--- src/hdl/rdc_pkg.sv ---
package rdc_pkg;

    localparam int VALUE_WIDTH = 64;
    localparam int MAX_DIGITS  = 22;

    // value register padded up to whole nibbles
    localparam int DIV_W     = ((VALUE_WIDTH + 3) / 4) * 4;
    localparam int NIBBLES   = DIV_W / 4;
    localparam int NIB_CNT_W = $clog2(NIBBLES);
    localparam int CNT_W     = $clog2(MAX_DIGITS + 1);

    localparam int S_TDATA_W = 72;
    localparam int M_TDATA_W = 8;

    localparam logic [1:0] OP_DEC  = 2'd0;
    localparam logic [1:0] OP_OCT  = 2'd1;
    localparam logic [1:0] OP_HEXL = 2'd2;
    localparam logic [1:0] OP_HEXU = 2'd3;

    typedef enum logic [1:0] {
        ST_IDLE,
        ST_CONVERT,
        ST_DRAIN
    } state_t;

    typedef struct packed {
        logic       load;
        logic [1:0] op;
        logic       halt;
    } div_ctrl_t;

    typedef struct packed {
        logic       dig_valid;
        logic [3:0] digit;
        logic       final_dig;
    } div_stat_t;

    typedef struct packed {
        logic [CNT_W-1:0] count;
        logic             empty;
        logic [3:0]       top;
    } stk_stat_t;

    // one nibble step of a divide by ten: x = rem * 16 + nibble, x < 160
    function automatic logic [7:0] div10_step(input logic [7:0] x);
        logic [15:0] prod;
        logic [3:0]  q;
        logic [7:0]  r;
        prod = 16'(x) * 16'd205;
        q    = prod[14:11];
        r    = x - 8'(q) * 8'd10;
        return {q, r[3:0]};
    endfunction

    function automatic logic [6:0] to_ascii(input logic [3:0] d, input logic upper);
        logic [6:0] c;
        if (d < 4'd10) begin
            c = 7'd48 + 7'(d);
        end else if (upper) begin
            c = 7'd55 + 7'(d);
        end else begin
            c = 7'd87 + 7'(d);
        end
        return c;
    endfunction

endpackage

--- src/hdl/radix_digit_converter_unit.sv ---
// channel   dir  ports                            word
// s_        in   s_tvalid s_tready s_tdata        value, opcode
// m_        out  m_tvalid m_tready m_tdata m_tlast digit char, last digit mark
//
// one word in, one digit word out per digit, most significant first
// decimal: one digit per pass of the nibble-serial divide by ten over the 64-bit value
// register; octal and hex: one digit per shift of three or four bits; then the stack drains
// s_tready is high only while idle; a finished digit may still wait in m_ meanwhile
// reset (aresetn low, synchronous) empties the digit stack and drops any word in flight
// m_tready low while m_tvalid is high holds the output register and pauses the drain
module radix_digit_converter_unit (
    input  logic                          aclk,
    input  logic                          aresetn,
    input  logic                          s_tvalid,
    output logic                          s_tready,
    input  logic [rdc_pkg::S_TDATA_W-1:0] s_tdata,  // value[63:0], opcode[65:64], zero pad
    output logic                          m_tvalid,
    input  logic                          m_tready,
    output logic [rdc_pkg::M_TDATA_W-1:0] m_tdata,  // digit_char[6:0], zero pad
    output logic                          m_tlast   // last digit of the value
);

    rdc_pkg::state_t    state_reg, state_next;
    logic               upper_reg, upper_next;

    rdc_pkg::div_ctrl_t div_ctrl;
    rdc_pkg::div_stat_t div_stat;
    rdc_pkg::stk_stat_t stk_stat;

    logic               push;
    logic               pop;
    logic               stk_full_next;

    logic               m_tvalid_reg, m_tvalid_next;
    logic [6:0]         char_reg, char_next;
    logic               last_reg, last_next;

    // the digit being pushed fills the last free slot
    assign stk_full_next = (stk_stat.count == rdc_pkg::CNT_W'(rdc_pkg::MAX_DIGITS - 1));

    rdc_divider u_div (
        .aclk       (aclk),
        .aresetn    (aresetn),
        .ctrl       (div_ctrl),
        .load_value (s_tdata[rdc_pkg::VALUE_WIDTH-1:0]),
        .stat       (div_stat)
    );

    rdc_digit_stack u_stk (
        .aclk       (aclk),
        .aresetn    (aresetn),
        .push       (push),
        .push_digit (div_stat.digit),
        .pop        (pop),
        .stat       (stk_stat)
    );

    // next state
    always_comb begin
        state_next = state_reg;
        case (state_reg)
            rdc_pkg::ST_IDLE: begin
                if (s_tvalid) begin
                    state_next = rdc_pkg::ST_CONVERT;
                end
            end
            rdc_pkg::ST_CONVERT: begin
                if (div_stat.dig_valid && (div_stat.final_dig || stk_full_next)) begin
                    state_next = rdc_pkg::ST_DRAIN;
                end
            end
            rdc_pkg::ST_DRAIN: begin
                if (pop && (stk_stat.count == rdc_pkg::CNT_W'(1))) begin
                    state_next = rdc_pkg::ST_IDLE;
                end
            end
            default: begin
                state_next = rdc_pkg::ST_IDLE;
            end
        endcase
    end

    // state outputs
    always_comb begin
        s_tready      = 1'b0;
        div_ctrl.load = 1'b0;
        div_ctrl.op   = s_tdata[65:64];
        div_ctrl.halt = 1'b0;
        push          = 1'b0;
        pop           = 1'b0;
        case (state_reg)
            rdc_pkg::ST_IDLE: begin
                s_tready      = 1'b1;
                div_ctrl.load = s_tvalid;
            end
            rdc_pkg::ST_CONVERT: begin
                push          = div_stat.dig_valid;
                div_ctrl.halt = stk_full_next;
            end
            rdc_pkg::ST_DRAIN: begin
                pop = !stk_stat.empty && (!m_tvalid_reg || m_tready);
            end
            default: begin
                s_tready = 1'b0;
            end
        endcase
    end

    // hex case selection and output register
    always_comb begin
        upper_next    = upper_reg;
        m_tvalid_next = m_tvalid_reg;
        char_next     = char_reg;
        last_next     = last_reg;
        if (div_ctrl.load) begin
            upper_next = (s_tdata[65:64] == rdc_pkg::OP_HEXU);
        end
        if (pop) begin
            m_tvalid_next = 1'b1;
            char_next     = rdc_pkg::to_ascii(stk_stat.top, upper_reg);
            last_next     = (stk_stat.count == rdc_pkg::CNT_W'(1));
        end else if (m_tready) begin
            m_tvalid_next = 1'b0;
        end
    end

    always_ff @(posedge aclk) begin
        if (!aresetn) begin
            state_reg    <= rdc_pkg::ST_IDLE;
            m_tvalid_reg <= 1'b0;
        end else begin
            state_reg    <= state_next;
            m_tvalid_reg <= m_tvalid_next;
        end
    end

    always_ff @(posedge aclk) begin
        upper_reg <= upper_next;
        char_reg  <= char_next;
        last_reg  <= last_next;
    end

    assign m_tvalid = m_tvalid_reg;
    assign m_tdata  = {1'b0, char_reg};
    assign m_tlast  = last_reg;

endmodule

--- src/hdl/rdc_divider.sv ---
module rdc_divider (
    input  logic                            aclk,
    input  logic                            aresetn,
    input  rdc_pkg::div_ctrl_t              ctrl,
    input  logic [rdc_pkg::VALUE_WIDTH-1:0] load_value,
    output rdc_pkg::div_stat_t              stat
);

    logic [rdc_pkg::DIV_W-1:0]     val_reg, val_next;
    logic [3:0]                    rem_reg, rem_next;
    logic [rdc_pkg::NIB_CNT_W-1:0] cnt_reg, cnt_next;
    logic [1:0]                    op_reg, op_next;
    logic                          busy_reg, busy_next;

    logic [7:0]                    step_qr;
    logic [rdc_pkg::DIV_W-1:0]     quot;
    logic                          last_nib;

    assign step_qr  = rdc_pkg::div10_step({rem_reg, val_reg[rdc_pkg::DIV_W-1 -: 4]});
    assign last_nib = (cnt_reg == rdc_pkg::NIB_CNT_W'(rdc_pkg::NIBBLES - 1));

    always_comb begin
        quot           = val_reg;
        stat.dig_valid = 1'b0;
        stat.digit     = 4'd0;
        case (op_reg)
            rdc_pkg::OP_DEC: begin
                // one nibble per cycle, quotient shifts in at the bottom
                quot           = {val_reg[rdc_pkg::DIV_W-5:0], step_qr[7:4]};
                stat.dig_valid = busy_reg & last_nib;
                stat.digit     = step_qr[3:0];
            end
            rdc_pkg::OP_OCT: begin
                quot           = val_reg >> 3;
                stat.dig_valid = busy_reg;
                stat.digit     = {1'b0, val_reg[2:0]};
            end
            default: begin
                quot           = val_reg >> 4;
                stat.dig_valid = busy_reg;
                stat.digit     = val_reg[3:0];
            end
        endcase
        stat.final_dig = (quot == '0);
    end

    always_comb begin
        val_next  = val_reg;
        rem_next  = rem_reg;
        cnt_next  = cnt_reg;
        op_next   = op_reg;
        busy_next = busy_reg;
        if (ctrl.load) begin
            val_next  = rdc_pkg::DIV_W'(load_value);
            rem_next  = 4'd0;
            cnt_next  = '0;
            op_next   = ctrl.op;
            busy_next = 1'b1;
        end else if (busy_reg) begin
            val_next = quot;
            if (op_reg == rdc_pkg::OP_DEC) begin
                if (last_nib) begin
                    rem_next = 4'd0;
                    cnt_next = '0;
                end else begin
                    rem_next = step_qr[3:0];
                    cnt_next = cnt_reg + 1'b1;
                end
            end
            if (stat.dig_valid && (stat.final_dig || ctrl.halt)) begin
                busy_next = 1'b0;
            end
        end
    end

    always_ff @(posedge aclk) begin
        if (!aresetn) begin
            busy_reg <= 1'b0;
            cnt_reg  <= '0;
        end else begin
            busy_reg <= busy_next;
            cnt_reg  <= cnt_next;
        end
    end

    always_ff @(posedge aclk) begin
        val_reg <= val_next;
        rem_reg <= rem_next;
        op_reg  <= op_next;
    end

endmodule

--- src/hdl/rdc_digit_stack.sv ---
module rdc_digit_stack (
    input  logic               aclk,
    input  logic               aresetn,
    input  logic               push,
    input  logic [3:0]         push_digit,
    input  logic               pop,
    output rdc_pkg::stk_stat_t stat
);

    logic [3:0]               ent_reg  [rdc_pkg::MAX_DIGITS];
    logic [3:0]               ent_next [rdc_pkg::MAX_DIGITS];
    logic [rdc_pkg::CNT_W-1:0] count_reg, count_next;

    // lifo as a shift line: push shifts up, pop shifts down
    always_comb begin
        for (int i = 0; i < rdc_pkg::MAX_DIGITS; i++) begin
            ent_next[i] = ent_reg[i];
        end
        count_next = count_reg;
        if (push) begin
            ent_next[0] = push_digit;
            for (int i = 1; i < rdc_pkg::MAX_DIGITS; i++) begin
                ent_next[i] = ent_reg[i-1];
            end
            count_next = count_reg + 1'b1;
        end else if (pop) begin
            for (int i = 0; i < rdc_pkg::MAX_DIGITS - 1; i++) begin
                ent_next[i] = ent_reg[i+1];
            end
            count_next = count_reg - 1'b1;
        end
    end

    always_ff @(posedge aclk) begin
        if (!aresetn) begin
            count_reg <= '0;
        end else begin
            count_reg <= count_next;
        end
    end

    always_ff @(posedge aclk) begin
        for (int i = 0; i < rdc_pkg::MAX_DIGITS; i++) begin
            ent_reg[i] <= ent_next[i];
        end
    end

    assign stat.count = count_reg;
    assign stat.empty = (count_reg == '0);
    assign stat.top   = ent_reg[0];

endmodule
--- config.mk ---
export PLATFORM = sky130hd
export DESIGN_NAME = radix_digit_converter_unit
export DESIGN_NICKNAME = d
export VERILOG_FILES = /design/src/hdl/rdc_pkg.sv /design/src/hdl/radix_digit_converter_unit.sv /design/src/hdl/rdc_divider.sv /design/src/hdl/rdc_digit_stack.sv
export SDC_FILE = /design/constraint.sdc
export NUM_CORES = 1
export LEC_CHECK = 0
export ABC_AREA = 1
export ABC_CLOCK_PERIOD_IN_PS = 6450
export BUFFER_PORTS_ARGS = -buffer_cell sky130_fd_sc_hd__clkbuf_2
export CAP_MARGIN = 20
export CORE_ASPECT_RATIO = 0.75
export CORE_MARGIN = 1
export CORE_UTILIZATION = 50
export CTS_CLUSTER_SIZE = 40
export DETAILED_ROUTE_END_ITERATION = 6
export GPL_TIMING_DRIVEN = 0
export HOLD_SLACK_MARGIN = 0.02
export PLACE_DENSITY = 0.69
export SETUP_SLACK_MARGIN = 0.02
export SLEW_MARGIN = 20
export SYNTH_ARGS = -nofsm -noshare
export SYNTH_HDL_FRONTEND = slang
export SYNTH_SLANG_ARGS = --single-unit
--- constraint.sdc ---
create_clock -name aclk -period 6.45 [get_ports aclk]
set_input_delay 1.29 -clock aclk [delete_from_list [all_inputs] [get_ports aclk]]
set_output_delay 1.29 -clock aclk [all_outputs]
set_load 0.02 [all_outputs]
==> impl_metrics.json, run 1 <==
{
  "maxCapViolCount": 0,
  "dieWidth_um": 169,
  "min_period_over_period": 0.807,
  "finalSetupViolations": 0,
  "place_inst": 1624,
  "status": "finished clean",
  "diodes": 0,
  "post-route-min-period_ps": 5200,
  "cts_buffers": 17,
  "postCtsHoldBufs": 0,
  "ys_ff_latch": 180,
  "drv_slew": 0,
  "grt_use_total": 0.260,
  "crit_path_end_kind": "flip-flop",
  "gp_congestion": 0.913,
  "antenna_found_initial": 0,
  "synth.avg_cell_area_um2": 8.28,
  "via_per_inst": 5.35,
  "grt_pass1_vias": 8349,
  "hold_path.class": "reg2reg",
  "io_buffers": 79,
  "synth.distinct_cells": 39,
  "syn_to_final_growth_pct": 13.0,
  "intPower_uw": 2190,
  "p_comb_frac": 0.249,
  "leakage_uw": 0.00543,
  "synth_flop_cell": "edfxtp_1",
  "pwr_density_cell_nw_per_um2": 278,
  "rows": 45,
  "grt_max_degree": 52,
  "vias": 8866,
  "fmax_mhz": 192,
  "core_um2": 20300,
  "cts.repair.resized": 0,
  "top_level_ports": 87,
  "tritoncts": "yes",
  "stdcell_count": 1656,
  "worstPathMaxFanout": 8,
  "synth-edff-count": 163,
  "clock_sinks": 180,
  "arrival_ps": 5480,
  "synth_area_um2": 10400,
  "fin_util": 0.580,
  "final-hold-violation-count": 0,
  "p_total_uw": 3280,
  "yosysSeqAreaShare": 0.502,
  "clkPwrFrac": 0.303,
  "layout_commonest_cell": "nand2_1",
  "slew_headroom": 0.440,
  "die_height_um": 127,
  "largest_reg_flops": 88,
  "die-area_um2": 21500,
  "insertion_delay_ps": 450,
  "routed_wl_mm": 26.6,
  "syn_nets": 1397,
  "htreeDepth": 4,
  "yosys_warnings": 0,
  "grt_pass1_wl_mm": 42.9,
  "dr.first_iter.drc_count": 1009,
  "synth_top_area_frac": 0.469,
  "pwr-share-seq": 0.448,
  "layout_common_cells": "nand2_1, edfxtp_1, inv_1",
  "drc": 0,
  "cts-root-buf": "clkbuf_16",
  "setup_tns_ps": 0,
  "rsz0062_at_grt": "false",
  "start_kind": "flip-flop",
  "synth_top_cell_by_area": "edfxtp_1",
  "tightestPinTransition_ps": 835,
  "clk_pin_slew_ps": 70,
  "drt_first_pass_iters": 6,
  "hold_slack_ps": 457,
  "grt_overflow": 0,
  "p_sw_frac": 0.333,
  "final_nets": 1497,
  "power.switching_uw": 1090,
  "wire_per_inst_um": 16.1,
  "skew_ps": 14.2,
  "clock_path_buffers": 2,
  "start_util": 0.513,
  "antenna_left": 0,
  "dp_hpwl_mm": 19.4,
  "yosys-top-cells-area": "edfxtp_1, nand2_1, ha_1",
  "crit_required_ps": 6730,
  "drive_gt1_frac": 0.107,
  "post_cts_buffers": 0,
  "ys_async_sr_fraction": 0,
  "postSynthCellCount": 1261,
  "critPathKind": "reg2reg",
  "peakVddDrop_uv": 209
}
## cell type report
cell class | count | area (um^2)
Fill cell | 1857 | 8530
Timing Repair Buffer | 81 | 443
Sequential cell | 180 | 5240
Tap cell | 282 | 353
Clock buffer | 18 | 429
Multi-Input combinational cell | 908 | 4490
Clock inverter | 14 | 116
Buffer | 55 | 287
Inverter | 118 | 445
## stage by stage
step,setup slack (ps),instance area [um^2]
global route,985,11800
detailed placement,1270,11300
finish,1250,11800
CTS,1240,11800
global placement,549,11200
floorplan,1730,10400
## worst max-delay path: stages (launching register included)
cell and delay, ps:
edfxtp_1 540, ha_1 420, xor2_1 180, ha_1 270, fa_1 510, inv_1 50
fa_1 540, inv_1 50, ha_1 320, a21oi_1 200, nor2_1 60, nor2_1 130
nand3b_1 130, and2_1 210, ha_1 200, fa_1 370, xor2_1 160, xor2_1 180
xnor2_1 260, nand2_1 110, a22oi_1 150
## kinds of logic after synthesis
group,share of synthesized area
buffers and inverters,0.0701
xor gates and xnor gates,0.00755
DFF,0.502
AOI/OAI and AO/OA,0.0724
adders and majority gates,0.0791
other,0.000359
and+or+nand+nor,0.269
## cell usage after synthesis (all sizes together) (10+ instances only)
library cell,number
clkbuf,30
dfxtp,17
o21ai,103
fa,10
buf,25
ha,50
nor2,102
nand2,477
a21oi,18
edfxtp,163
nand3,105
inv,116
## metal layers
layer,global-route usage,up-vias,part of all wire
li1,-,4335,-
met5,0,-,0
met1,0.395,4117,0.48
met4,0.0738,0,0.013
met2,0.385,387,0.42
met3,0.0415,27,0.083
## power by group through the flow
stage	Combinational [uW]	Clock (uW)	Sequential, uW
5_1_grt	942	1050	1480
3_5_place_dp	812	0	1490
6_report	817	996	1470
2_1_floorplan	596	0	1460
4_1_cts	818	1000	1460
3_3_place_gp	788	0	1500
## final timing paths
kind	endpoint	from	slack, ps	cells past startpoint
min reg2reg	u_stk.ent_reg[10][6]$_DFFE_PP_	u_stk.ent_reg[10][2]$_DFFE_PP_	460	0
min	u_stk.ent_reg[10][6]$_DFFE_PP_	u_stk.ent_reg[10][2]$_DFFE_PP_	460	0
max	u_stk.ent_reg[0][3]$_DFFE_PP_	u_div.val_reg[62]$_DFFE_PP_	1250	20
max reg2reg	u_stk.ent_reg[0][3]$_DFFE_PP_	u_div.val_reg[62]$_DFFE_PP_	1250	20
Power figures use the tool's default switching activity.
==> run 2: changes to the inputs <==
ABC_AREA = 0   (was 1)
ABC_CLOCK_PERIOD_IN_PS = 4400   (was 6450)
PLACE_DENSITY = 0.71   (was 0.69)
clock period = 4.4 ns   (was 6.45 ns; I/O delays follow)
==> impl_metrics.json, run 2 <==
{
  "fmax_mhz": 201,
  "yosys_warnings": 0,
  "top_level_ports": 87,
  "htreeDepth": 4,
  "clock_sinks": 180,
  "p_sw_frac": 0.317,
  "violations": "setup timing",
  "layout_commonest_cell": "nand2_1",
  "synth_flop_cell": "edfxtp_1",
  "rsz0062_at_grt": "true",
  "post-route-min-period_ps": 4970,
  "synth-edff-count": 163,
  "worstPathMaxFanout": 3,
  "antenna_found_initial": 0,
  "gp_congestion": 0.893,
  "fin_util": 0.592,
  "slew_headroom": 0.433,
  "io_buffers": 79,
  "grt_overflow": 0,
  "intPower_uw": 3660,
  "insertion_delay_ps": 430,
  "arrival_ps": 5150,
  "syn_nets": 1135,
  "synth_common_cells": "nand2_1, edfxtp_1, o21ai_0, mux2i_1, mux2_2",
  "diodes": 0,
  "p_comb_frac": 0.310,
  "ys_ff_latch": 180,
  "synth.avg_cell_area_um2": 10.3,
  "clkPwrFrac": 0.271,
  "min_period_over_period": 1.13,
  "hold_slack_ps": 464,
  "finalSetupViolations": 5,
  "wl_met2_mm": 10.2,
  "synth_area_um2": 10300,
  "synth.distinct_cells": 55,
  "highest_layer": "met4",
  "wl_met3_mm": 1.48,
  "largest_reg_flops": 88,
  "drc": 0,
  "pwr_density_cell_nw_per_um2": 447,
  "grt_max_degree": 54,
  "yosysSeqAreaShare": 0.509,
  "vias": 7678,
  "final_nets": 1248,
  "met1_length_mm": 12.4,
  "p_total_uw": 5360,
  "layout_common_cells": "nand2_1, edfxtp_1, clkbuf_2",
  "status": "finished with violations",
  "crit_path_end_kind": "flip-flop",
  "syn_to_final_growth_pct": 16.5,
  "wire_per_inst_um": 17.5,
  "grt_pass1_wl_mm": 38.1,
  "grt_pass1_vias": 7102,
  "tritoncts": "yes",
  "setup_ws_ps": -570,
  "crit_required_ps": 4580,
  "peakVddDrop_uv": 236,
  "postCtsHoldBufs": 0,
  "die_height_um": 126,
  "cts-root-buf": "clkbuf_16",
  "dieWidth_um": 168,
  "drt_first_pass_iters": 5,
  "skew_ps": 11.9,
  "routed_wl_mm": 24.3,
  "drive_gt1_frac": 0.207,
  "hold_path.class": "reg2reg",
  "cts_buffers": 17,
  "setup_tns_ps": -1190,
  "power.switching_uw": 1700,
  "synth_top_area_frac": 0.476,
  "pwr-share-seq": 0.419,
  "rows": 45,
  "start_util": 0.509,
  "leakage_uw": 0.00503,
  "antenna_left": 0,
  "via_per_inst": 5.55,
  "core_um2": 20200,
  "dr.first_iter.drc_count": 818,
  "clk_pin_slew_ps": 70,
  "die-area_um2": 21100,
  "grt_use_total": 0.234,
  "yosys-top-cells-area": "edfxtp_1, nand2_1, ha_1",
  "synth_top_cell_by_area": "edfxtp_1",
  "tightestPinTransition_ps": 851,
  "maxCapViolCount": 0,
  "critPathKind": "reg2reg",
  "ys_async_sr_fraction": 0,
  "postSynthCellCount": 999,
  "clock_path_buffers": 2,
  "dp_hpwl_mm": 17.5,
  "synth.most_common_cell": "nand2_1",
  "final-hold-violation-count": 0,
  "start_kind": "flip-flop",
  "drv_slew": 0
}
==> run 2: cells by family (layout without fill, tap and decap cells) <==
family / Yosys count / after routing / synth area share
other: 1 / 1 / 0.000365
XOR/XNOR: 16 / 16 / 0.0136
flip-flops: 180 / 180 / 0.509
multiplexers: 115 / 115 / 0.119
AND/OR/NAND/NOR: 414 / 414 / 0.166
AO/OA/AOI/OAI: 126 / 126 / 0.0744
buffers and inverters: 87 / 213 / 0.0380
adder cells (fa/ha/maj): 60 / 60 / 0.0803
==> run 2: worst paths after layout <==
check,from,endpoint,slack [ps],cells past startpoint
worst max-delay path,u_div.val_reg[61]$_DFFE_PP_,u_stk.ent_reg[0][3]$_DFFE_PP_,-570,20
worst min-delay path,u_stk.ent_reg[10][0]$_DFFE_PP_,u_stk.ent_reg[10][4]$_DFFE_PP_,460,0
worst max register to register,u_div.val_reg[61]$_DFFE_PP_,u_stk.ent_reg[0][3]$_DFFE_PP_,-570,20
worst min register to register,u_stk.ent_reg[10][0]$_DFFE_PP_,u_stk.ent_reg[10][4]$_DFFE_PP_,460,0
==> run 2: stage by stage <==
stage / instance area (um^2) / setup WS (ps) / cells
finish: 12000 / -570 / 1383
detailed placement: 11100 / -1240 / 1339
global placement: 11000 / -1150 / 1336
CTS: 11800 / -738 / 1381
floorplan: 10300 / -453 / 999
global route: 12000 / -682 / 1383
==> run 2: critical path, cell delays in order, from the launching register on <==
cell      delay (ps)
edfxtp_1         470
buf_6            170
ha_4             140
xor2_1           130
ha_1             310
fa_1             530
inv_2             40
fa_1             470
inv_1             40
ha_2             170
or3_4            380
buf_6            130
o311ai_4         300
inv_1             80
ha_2             190
fa_2             350
xnor2_2          150
xnor2_1          180
xnor2_1          110
a221oi_2         310
nor2_1            70
==> run 2: power groups by stage <==
stage,clock [uW],sequential [uW],combinational (uW)
3_3_place_gp,0,2280,1300
6_report,1450,2240,1660
4_1_cts,1460,2230,1530
5_1_grt,1530,2250,1840
3_5_place_dp,0,2280,1350
2_1_floorplan,0,2210,1030
==> run 2: layout make-up <==
class | count | area, um^2
buffer | 54 | 269
clock buffer | 23 | 489
clock inverter | 9 | 71.3
fill | 1691 | 8240
inverter | 33 | 124
multi-input combinational | 732 | 4900
sequential | 180 | 5240
tap | 258 | 323
timing repair buffer | 94 | 563
==> run 2: what timing repair did <==
action | 4_1_cts | 5_1_grt
buffers inserted | 10 | 3
resized for setup | 17 | 21
endpoints found under the setup margin | 12 | 9
pin swaps | 19 | 22
==> run 2: per-layer routing <==
metal	GRT usage	up-vias
met1	0.370	3667
met3	0.0440	18
met4	0.0443	0
met2	0.330	261
li1	-	3732
met5	0	-
